<file path="src/plist_pkg.sv">
`timescale 1ns / 1ps
// Shared definitions for the positional list engine: request codes, port widths,
// parameter defaults and the control word broadcast to the row of storage cells.
// No dependencies.
package plist_pkg;

    // Port widths fixed by the item format.
    localparam int OP_W    = 3;
    localparam int POS_W   = 7;
    localparam int DATA_W  = 32;
    localparam int COUNT_W = 7;

    // Defaults for the top-level parameters.
    localparam int LIST_DEPTH_DEF  = 64;
    localparam int ENTRY_WIDTH_DEF = 32;

    // Request codes.
    localparam logic [OP_W-1:0] OP_APPEND  = 3'd0;
    localparam logic [OP_W-1:0] OP_READ    = 3'd1;
    localparam logic [OP_W-1:0] OP_REPLACE = 3'd2;
    localparam logic [OP_W-1:0] OP_REMOVE  = 3'd3;
    localparam logic [OP_W-1:0] OP_INSERT  = 3'd4;
    localparam logic [OP_W-1:0] OP_CLEAR   = 3'd5;

    // Control word that every cell sees in the same cycle.
    typedef struct packed {
        logic write_pos;   // the cell at the index takes the new entry
        logic shift_up;    // cells above the index take their lower neighbor
        logic shift_down;  // cells at and above the index take their upper neighbor
        logic rd_load;     // every cell copies its entry into its read register
        logic rd_shift;    // read registers move one cell toward cell zero
    } cell_ctl_t;

    // One result item.
    typedef struct packed {
        logic               ok;
        logic [DATA_W-1:0]  read_data;
        logic [COUNT_W-1:0] entry_count;
    } result_t;

endpackage

</file>
<file path="src/plist_cell.sv">
`timescale 1ns / 1ps
// One storage cell of the positional list: holds a single entry and a read register.
// Depends on plist_pkg for the cell control word.
module plist_cell #(
    parameter int ENTRY_WIDTH = plist_pkg::ENTRY_WIDTH_DEF,
    parameter int IDX_W       = 6,
    parameter int INDEX       = 0
) (
    input  logic                   clk,
    input  plist_pkg::cell_ctl_t   ctl,
    input  logic [IDX_W-1:0]       idx,
    input  logic [ENTRY_WIDTH-1:0] wr_data,
    input  logic [ENTRY_WIDTH-1:0] left_entry,
    input  logic [ENTRY_WIDTH-1:0] right_entry,
    input  logic [ENTRY_WIDTH-1:0] right_rd,
    output logic [ENTRY_WIDTH-1:0] entry,
    output logic [ENTRY_WIDTH-1:0] rd
);
    import plist_pkg::*;

    localparam logic [IDX_W-1:0] MY_IDX = IDX_W'(INDEX);

    logic [ENTRY_WIDTH-1:0] entry_reg;
    logic [ENTRY_WIDTH-1:0] entry_next;
    logic [ENTRY_WIDTH-1:0] rd_reg;
    logic [ENTRY_WIDTH-1:0] rd_next;
    logic                   hit;
    logic                   above;

    assign hit   = (idx == MY_IDX);
    assign above = (MY_IDX > idx);

    always_comb
    begin
        entry_next = entry_reg;
        if (ctl.write_pos && hit)
        begin
            entry_next = wr_data;
        end
        else if (ctl.shift_up)
        begin
            if (hit)
            begin
                entry_next = wr_data;
            end
            else if (above)
            begin
                entry_next = left_entry;
            end
        end
        else if (ctl.shift_down && (hit || above))
        begin
            entry_next = right_entry;
        end
    end

    // A read snapshots the whole row, then walks it toward cell zero.
    always_comb
    begin
        rd_next = rd_reg;
        if (ctl.rd_load)
        begin
            rd_next = entry_reg;
        end
        else if (ctl.rd_shift)
        begin
            rd_next = right_rd;
        end
    end

    always_ff @(posedge clk)
    begin
        entry_reg <= entry_next;
        rd_reg    <= rd_next;
    end

    assign entry = entry_reg;
    assign rd    = rd_reg;

endmodule

</file>
<file path="config.mk">
export PLATFORM = sky130hd
export DESIGN_NAME = plist_cell
export DESIGN_NICKNAME = d
export VERILOG_FILES = /design/src/plist_pkg.sv /design/src/plist_cell.sv
export SDC_FILE = /design/constraint.sdc
export NUM_CORES = 1
export LEC_CHECK = 0
export BUFFER_PORTS_ARGS = -buffer_cell sky130_fd_sc_hd__buf_4
export CORE_AREA = 2 2 106 108
export DETAILED_ROUTE_END_ITERATION = 8
export DIE_AREA = 0 0 108 110
export PLACE_DENSITY = 0.68
export SYNTH_ARGS = -nofsm -noshare
export SYNTH_HDL_FRONTEND = slang
export SYNTH_SLANG_ARGS = --single-unit
</file>
<file path="constraint.sdc">
create_clock -name clk -period 3.3 [get_ports clk]
set_input_delay 0.165 -clock clk [delete_from_list [all_inputs] [get_ports clk]]
set_output_delay 0.165 -clock clk [all_outputs]
set_load 0.05 [all_outputs]
</file>
==> results of run 1 <==
==> cell usage in the layout (no fill, tap or decap) <==
cell type,n
a21oi_1,31
a311oi_2,1
a31o_4,1
buf_4,205
clkbuf_8,9
clkinv_1,1
clkinv_2,3
clkinvlp_4,1
edfxtp_1,64
inv_1,1
mux2_1,31
mux2_2,1
mux2i_1,31
nand2_4,1
nand3_1,1
nor2_1,3
nor2_4,1
nor3_1,2
nor4_4,1
o22ai_1,31
or2_1,1
==> area by class of cell <==
type	instances	area share (%)
Clock buffer	9	2.518
Clock inverter	5	0.5342
Inverter	1	0.07632
Multi-Input combinational cell	137	22.95
Sequential cell	64	39.07
Tap cell	140	3.561
Timing Repair Buffer	205	31.29
==> logic make-up after synthesis <==
| family | after synthesis | share of synthesized area (%) |
|---|---|---|
| multiplexers | 63 | 21.20 |
| AO/OA/AOI/OAI | 64 | 12.06 |
| AND/OR/NAND/NOR | 10 | 2.175 |
| flip-flops | 64 | 60.76 |
| buffers and inverters | 18 | 3.797 |
==> layer usage <==
layer	track usage [%]	vias up	wire length, microns
li1	-	1281	-
met1	17.03	1284	3634
met2	28.21	111	4944
met3	4.115	12	639
met4	4.670	0	106
met5	0	-	0
==> final timing paths <==
kind / start / to / slack (ns)
setup / recovery: idx[3] / entry[0] / 1.22
hold / removal: right_rd[12] / rd[12] / 0.12
setup reg to reg: entry[28] / rd[28] / 2.32
hold reg to reg: entry[12] / rd[12] / 0.57
==> stage by stage <==
step / instances / setup slack [ns] / instance area, sq um / util [%] / hold WS [ns]
3_3_place_gp: 547 / 0.9338 / 4768 / 44.57 / 0.4465
6_report: 561 / 1.222 / 4918 / 45.98 / 0.1177
2_1_floorplan: 219 / 0.6570 / 3163 / - / 0.3659
3_5_place_dp: 547 / 0.8400 / 4768 / 44.57 / 0.4529
5_1_grt: 561 / 1.092 / 4918 / 45.98 / 0.08801
4_1_cts: 561 / 1.201 / 4918 / 45.98 / 0.09287
==> power breakdown <==
group / switching (mW) / total, mW / leakage (nW) / internal, mW
registers: 0.0112 / 0.950 / 0.627 / 0.938
logic: 0.227 / 0.419 / 1.56 / 0.192
clock network: 0.284 / 0.541 / 0.0782 / 0.257
==> reports/qor.csv, run 1 <==
metric,value,unit
CP startpoint kind,input port,
global placement routability congestion,0.7943,
Hold WC Path Type,input port to flip-flop,
clk sinks,64,
Buf/Inv on CP,1,
worst-margin pin slew,0.9658,ns
final hold vios,0,
critical path required time,3.25,ns
Hold Buf Count CTS,0,
Crit path depth,4,
clk slew on worst S/H paths,0.07,ns
Crit. End Element,flip-flop,
Antenna diodes,0,
Syn Inst Count,219,
mapped cell area,0.003163,sq mm
top_reg_cell synth,edfxtp_1,
WL/cell,16.62,microns
area share of the largest cell type after synthesis,60.76,%
RSZ-0062 raised after global routing,no,
post_cts resized,0,
syn_nets,359,
Max-slew headroom,35.46,%
die area,0.01188,sq mm
cell taking the most area after synthesis,edfxtp_1,
hold path depth,2,
std cell rows,38,
Core Footprint,0.01070,sq mm
Post-CTS Setup Inserts,0,
most frequent cells after synthesis,"edfxtp_1 (64), a21oi_1 (31), mux2_1 (31), mux2i_1 (31), o22ai_1 (31)",
nets,558,
Die Y,110,microns
Synth async-reset ratio,0,%
Cell variety after synth,18,
Seq. cell area,0.001922,sq mm
worst endpoint data arrival time,2.03,ns
Initial Util,29.57,%
share of layout cells above drive strength 1,53.21,%
first-pass iteration count of the detailed router,4,
P per Cell Area,388.2,mW/mm^2
Fmax,0.4813,GHz
initial antenna violation count,0,
CP max FO,34,
largest net degree at the start of global routing,36,
VDD IR max,0.1514,mV
vias in the first global route,2847,
Port Buffers,203,
CTS Buffer Depth,2,
Critical Path Max Stage Delay,0.90,ns
outcome,completed,
setup TNS,0,ns
Vias,2688,
Overflow after GRT,0,
WS Path Type,input port to flip-flop,
Final Power,1.910,mW
# IOs,204,
Seq cells post-synth,64,
Layout area overhead,55.50,%
r2r worst-path depth,1,
post-layout min period,2.078,ns
Clock Skew,0.008657,ns
top post-synthesis cells by area,"edfxtp_1 (61%), mux2_1 (11%), mux2i_1 (9.8%), o22ai_1 (6.1%), a21oi_1 (4.9%)",
final setup vio count,0,
Die X,108,microns
P_leak,2.263,nW
GRT Overall Usage,15.21,%
first-pass GRT wire length,13910,microns
drt drc,0,
Routed WL,9325,microns
total CTS buffers,9,
slowest CP cell,nor2_4,
number of synthesized flops with an enable pin,64,
htree depth,3,
Avg Inst Size Synth,14.44,sq um
Filler cells,1023,
Post-DRT Antenna Nets,0,
clock latency at the later pin of the worst-skew pair,0.33,ns
area of the multi-input gates,0.001129,sq mm
Post-DP HPWL,6889,microns
CTS tree,built,
most common cell in the netlist,edfxtp_1,
count of final max-slew check failures,0,
synth warn,0,
sequential cell area fraction in the yosys report,60.76,%
family with the most delay on the worst path,simple AND/OR/NAND/NOR gates,
Vias per Instance,4.791,
Initial DRC Count,55,
max-cap violations,0,
Clock Root Buffer,clkbuf_8,
Final period util,62.96,%
worst-path cell chain,buf_4 > nor4_4 > nand2_4 > nor2_4,
Note: power is estimated with default switching activity, not from simulation.
==> inputs of run 2 (changes only) <==
--- a/config.mk
+++ b/config.mk
@@ -5,11 +5,12 @@
 export SDC_FILE = /design/constraint.sdc
 export NUM_CORES = 1
 export LEC_CHECK = 0
+export ABC_AREA = 1
 export BUFFER_PORTS_ARGS = -buffer_cell sky130_fd_sc_hd__buf_4
-export CORE_AREA = 2 2 106 108
+export CORE_AREA = 2 2 117 119
 export DETAILED_ROUTE_END_ITERATION = 8
-export DIE_AREA = 0 0 108 110
-export PLACE_DENSITY = 0.68
+export DIE_AREA = 0 0 119 121
+export PLACE_DENSITY = 0.67
 export SYNTH_ARGS = -nofsm -noshare
 export SYNTH_HDL_FRONTEND = slang
 export SYNTH_SLANG_ARGS = --single-unit
==> constraint.sdc (replaced) <==
create_clock -name clk -period 1.8 [get_ports clk]
set_input_delay 0.09 -clock clk [delete_from_list [all_inputs] [get_ports clk]]
set_output_delay 0.09 -clock clk [all_outputs]
set_load 0.05 [all_outputs]
==> run 2 against run 1 <==
Compared with the run above:
- clock skew down 0.0036 ns
- largest power group unchanged
- setup slack worse by 0.54 ns
- highest routed layer unchanged
- via count up 50%
==> reports/qor.csv, run 2 <==
metric,value,unit,change
Clock Root Buffer,clkbuf_16,,was clkbuf_8
drt drc,0,,unchanged
power share of the clock group,36.2,%,was 28.3%
post-synthesis compound-gate area fraction,4.164,%,was 12.06%
Hold WC Path Type,input port to flip-flop,,unchanged
global placement routability congestion,0.8559,,was 0.7943
flop2flop setup slack,0.93,ns,was 2.32 ns
clk sinks,64,,unchanged
CTS tree,built,,unchanged
nets,858,,was 558
GR peak layer,met2,,unchanged
Vias per Instance,4.479,,was 4.791
Post-Synth XOR/XNOR Area,0,%,unchanged
outcome,completed,,unchanged
multiplexer share of the synthesized area,0,%,was 21.20%
P_leak,3.015,nW,was 2.263 nW
VDD IR max,0.4202,mV,was 0.1514 mV
worst-path cell chain,buf_4,,was buf_4 > nor4_4 > nand2_4 > nor2_4
Die Y,121,microns,was 110 microns
P_int,3.012,mW,was 1.387 mW
std cell rows,42,,was 38
largest net degree at the start of global routing,34,,was 36
area share of the largest cell type after synthesis,49.97,%,was 60.76%
area of the multi-input gates,0.001424,sq mm,was 0.001129 sq mm
number of synthesized flops with an enable pin,64,,unchanged
sequential cell area fraction in the yosys report,49.97,%,was 60.76%
Seq cells post-synth,64,,unchanged
Filler cells,1345,,was 1023
Port Buffers,203,,unchanged
Post-CTS Setup Inserts,0,,unchanged
# IOs,204,,unchanged
synth warn,0,,unchanged
top_reg_cell synth,edfxtp_1,,unchanged
adder-cell share of the synthesized area,0,%,unchanged
most frequent cells after synthesis,"nand2_1 (128), nor2_1 (97), inv_1 (96), edfxtp_1 (64)",,"was edfxtp_1 (64), a21oi_1 (31), mux2_1 (31), mux2i_1 (31), o22ai_1 (31)"
first-pass iteration count of the detailed router,5,,was 4
family with the most delay on the worst path,flip-flops,,was simple AND/OR/NAND/NOR gates
Synth async-reset ratio,0,%,unchanged
Post-DP HPWL,9751,microns,was 6889 microns
most common cell in the netlist,nand2_1,,was edfxtp_1
worst-margin pin slew,0.5994,ns,was 0.9658 ns
Vias,4027,,was 2688
Seq. cell area,0.001922,sq mm,unchanged
vias in the first global route,3804,,was 2847
Post-DRT Antenna Nets,0,,unchanged
GRT Overall Usage,17.79,%,was 15.21%
final hold vios,0,,unchanged
post_cts resized,0,,unchanged
cell taking the most area after synthesis,edfxtp_1,,unchanged
Core Footprint,0.01309,sq mm,was 0.01070 sq mm
Initial Util,29.39,%,was 29.57%
RSZ-0062 raised after global routing,no,,unchanged
first-pass GRT wire length,19770,microns,was 13910 microns
Avg Inst Size Synth,7.354,sq um,was 14.44 sq um
critical path required time,1.71,ns,was 3.25 ns
syn_nets,663,,was 359
WL/cell,14.45,microns,was 16.62 microns
die area,0.01440,sq mm,was 0.01188 sq mm
Antenna diodes,0,,unchanged
share of layout cells above drive strength 1,32.50,%,was 53.21%
"non-filler cells, final",899,,was 561
met3 usage,3.008,%,was 4.115%
GRT met1 Usage,22.97,%,was 17.03%
slowest CP cell,edfxtp_1,,was nor2_4
Critical Path Max Stage Delay,0.47,ns,was 0.90 ns
most frequent cells in the layout,"buf_4 (215), nand2_1 (128), inv_1 (96), nor2_1 (96), edfxtp_1 (64)",,"was buf_4 (205), edfxtp_1 (64)"
initial antenna violation count,0,,unchanged
CTS Buffer Depth,2,,unchanged
clock latency at the later pin of the worst-skew pair,0.32,ns,was 0.33 ns
Layout area overhead,51.46,%,was 55.50%
Cell variety after synth,18,,unchanged
Flop pwr share,41.9,%,was 49.7%
Crit. End Element,primary output,,was flip-flop
P per Cell Area,718.3,mW/mm^2,was 388.2 mW/mm^2
top post-synthesis cells by area,"edfxtp_1 (50%), nand2_1 (12%), nor2_1 (9.5%), inv_1 (9.4%), nand4_1 (5.2%)",,"was edfxtp_1 (61%), mux2_1 (11%), mux2i_1 (9.8%), o22ai_1 (6.1%), a21oi_1 (4.9%)"
Overflow after GRT,0,,unchanged
Max-slew headroom,59.98,%,was 35.46%
Fmax,0.8949,GHz,
max-cap violations,0,,unchanged
Die X,119,microns,was 108 microns
htree depth,3,,unchanged
total CTS buffers,9,,unchanged
Routed WL,12990,microns,was 9325 microns
mapped cell area,0.003846,sq mm,was 0.003163 sq mm
Synth Area in Simple Gates,32.66,%,was 2.176%
Final period util,62.08,%,
CP startpoint kind,flip-flop,,was input port
worst endpoint data arrival time,1.03,ns,was 2.03 ns
Hold Buf Count CTS,0,,unchanged
Buf/Inv on CP,1,,unchanged
final setup vio count,0,,unchanged
combinational share of power,21.9,%,about the same
count of final max-slew check failures,0,,unchanged
Cells after DPL,883,,was 547
Syn Inst Count,523,,was 219
largest family of logic cells by synthesized area,simple AND/OR/NAND/NOR gates,,was multiplexers
Psw,1.173,mW,was 522.4 uW
WS Path Type,flip-flop to primary output,,was input port to flip-flop
Clock Skew,0.005076,ns,was 0.008657 ns
Final Power,4.185,mW,was 1.910 mW
GR Layer Usage met2,29.99,%,was 28.21%
CP max FO,2,,was 34
clk slew on worst S/H paths,0.05,ns,was 0.07 ns
post-layout min period,1.117,ns,
Initial DRC Count,199,,was 55
"commonest non-fill, non-tap cell in the layout",buf_4,,unchanged
setup TNS,0,ns,unchanged
Sw Share,28.03,%,was 27.36%
## run 2: cell types whose count changed in the layout (fill, tap and decap cells not counted), sizes merged, moves of 4 or more
cell    change
buf        +11
clkinv      +4
inv        +97
mux2       -32
mux2i      -31
nand2     +127
nand3      +32
nand4      +32
nor2       +97
o22ai      -31
## run 2: area by class of cell
cell class	count	area share [%]
multi-input cells	328	24.44
clock buffers	9	3.866
clock inverters	7	0.4940
flip-flops and latches	64	32.99
inverters	99	6.379
well taps	176	3.780
repair buffers	216	28.05
## run 2: path summary, 6_finish.rpt
check               start       end  depth (start not counted)
max              entry[0]  entry[0]                          1
min          right_rd[23]    rd[23]                          3
max reg2reg      entry[0]     rd[0]                          2
min reg2reg      entry[7]     rd[7]                          2
## run 2: cell families after synthesis
logic type             Yosys count
AO/OA/AOI/OAI                   32
buffers and inverters          131
flip-flops                      64
AND/OR/NAND/NOR                296
## run 2: power groups by stage
stage / Sequential (mW) / Clock, mW / Combinational (mW)
CTS: 1.75 / 1.55 / 0.923
floorplan: 2.02 / 0 / 0.264
global route: 1.76 / 1.61 / 0.993
global placement: 1.78 / 0 / 0.914
finish: 1.75 / 1.51 / 0.918
detailed placement: 1.78 / 0 / 0.921
## run 2: routing by layer
| layer | up-vias | part of all wire (%) |
|---|---|---|
| met5 | - | 0 |
| met4 | 0 | 2.2 |
| met2 | 163 | 49 |
| met3 | 18 | 5.5 |
| li1 | 2032 | - |
| met1 | 1814 | 44 |
## run 2: worst reg2reg max path, stage by stage (launching register included)
cell	delay [ns]
edfxtp_1	0.47
nand2_1	0.11
nand2_1	0.05
## run 2: metrics by stage
stage / utilization, % / area (sq um) / worst slack, ns / hold slack (ns)
5_1_grt: 44.52 / 5826 / 0.6343 / 0.02080
4_1_cts: 44.52 / 5826 / 0.6777 / 0.01816
6_report: 44.52 / 5826 / 0.6826 / 0.02854
3_3_place_gp: 42.58 / 5572 / 0.4445 / 0.3549
3_5_place_dp: 42.58 / 5572 / 0.4056 / 0.3558
2_1_floorplan: - / 3854 / 0.1822 / 0.2686
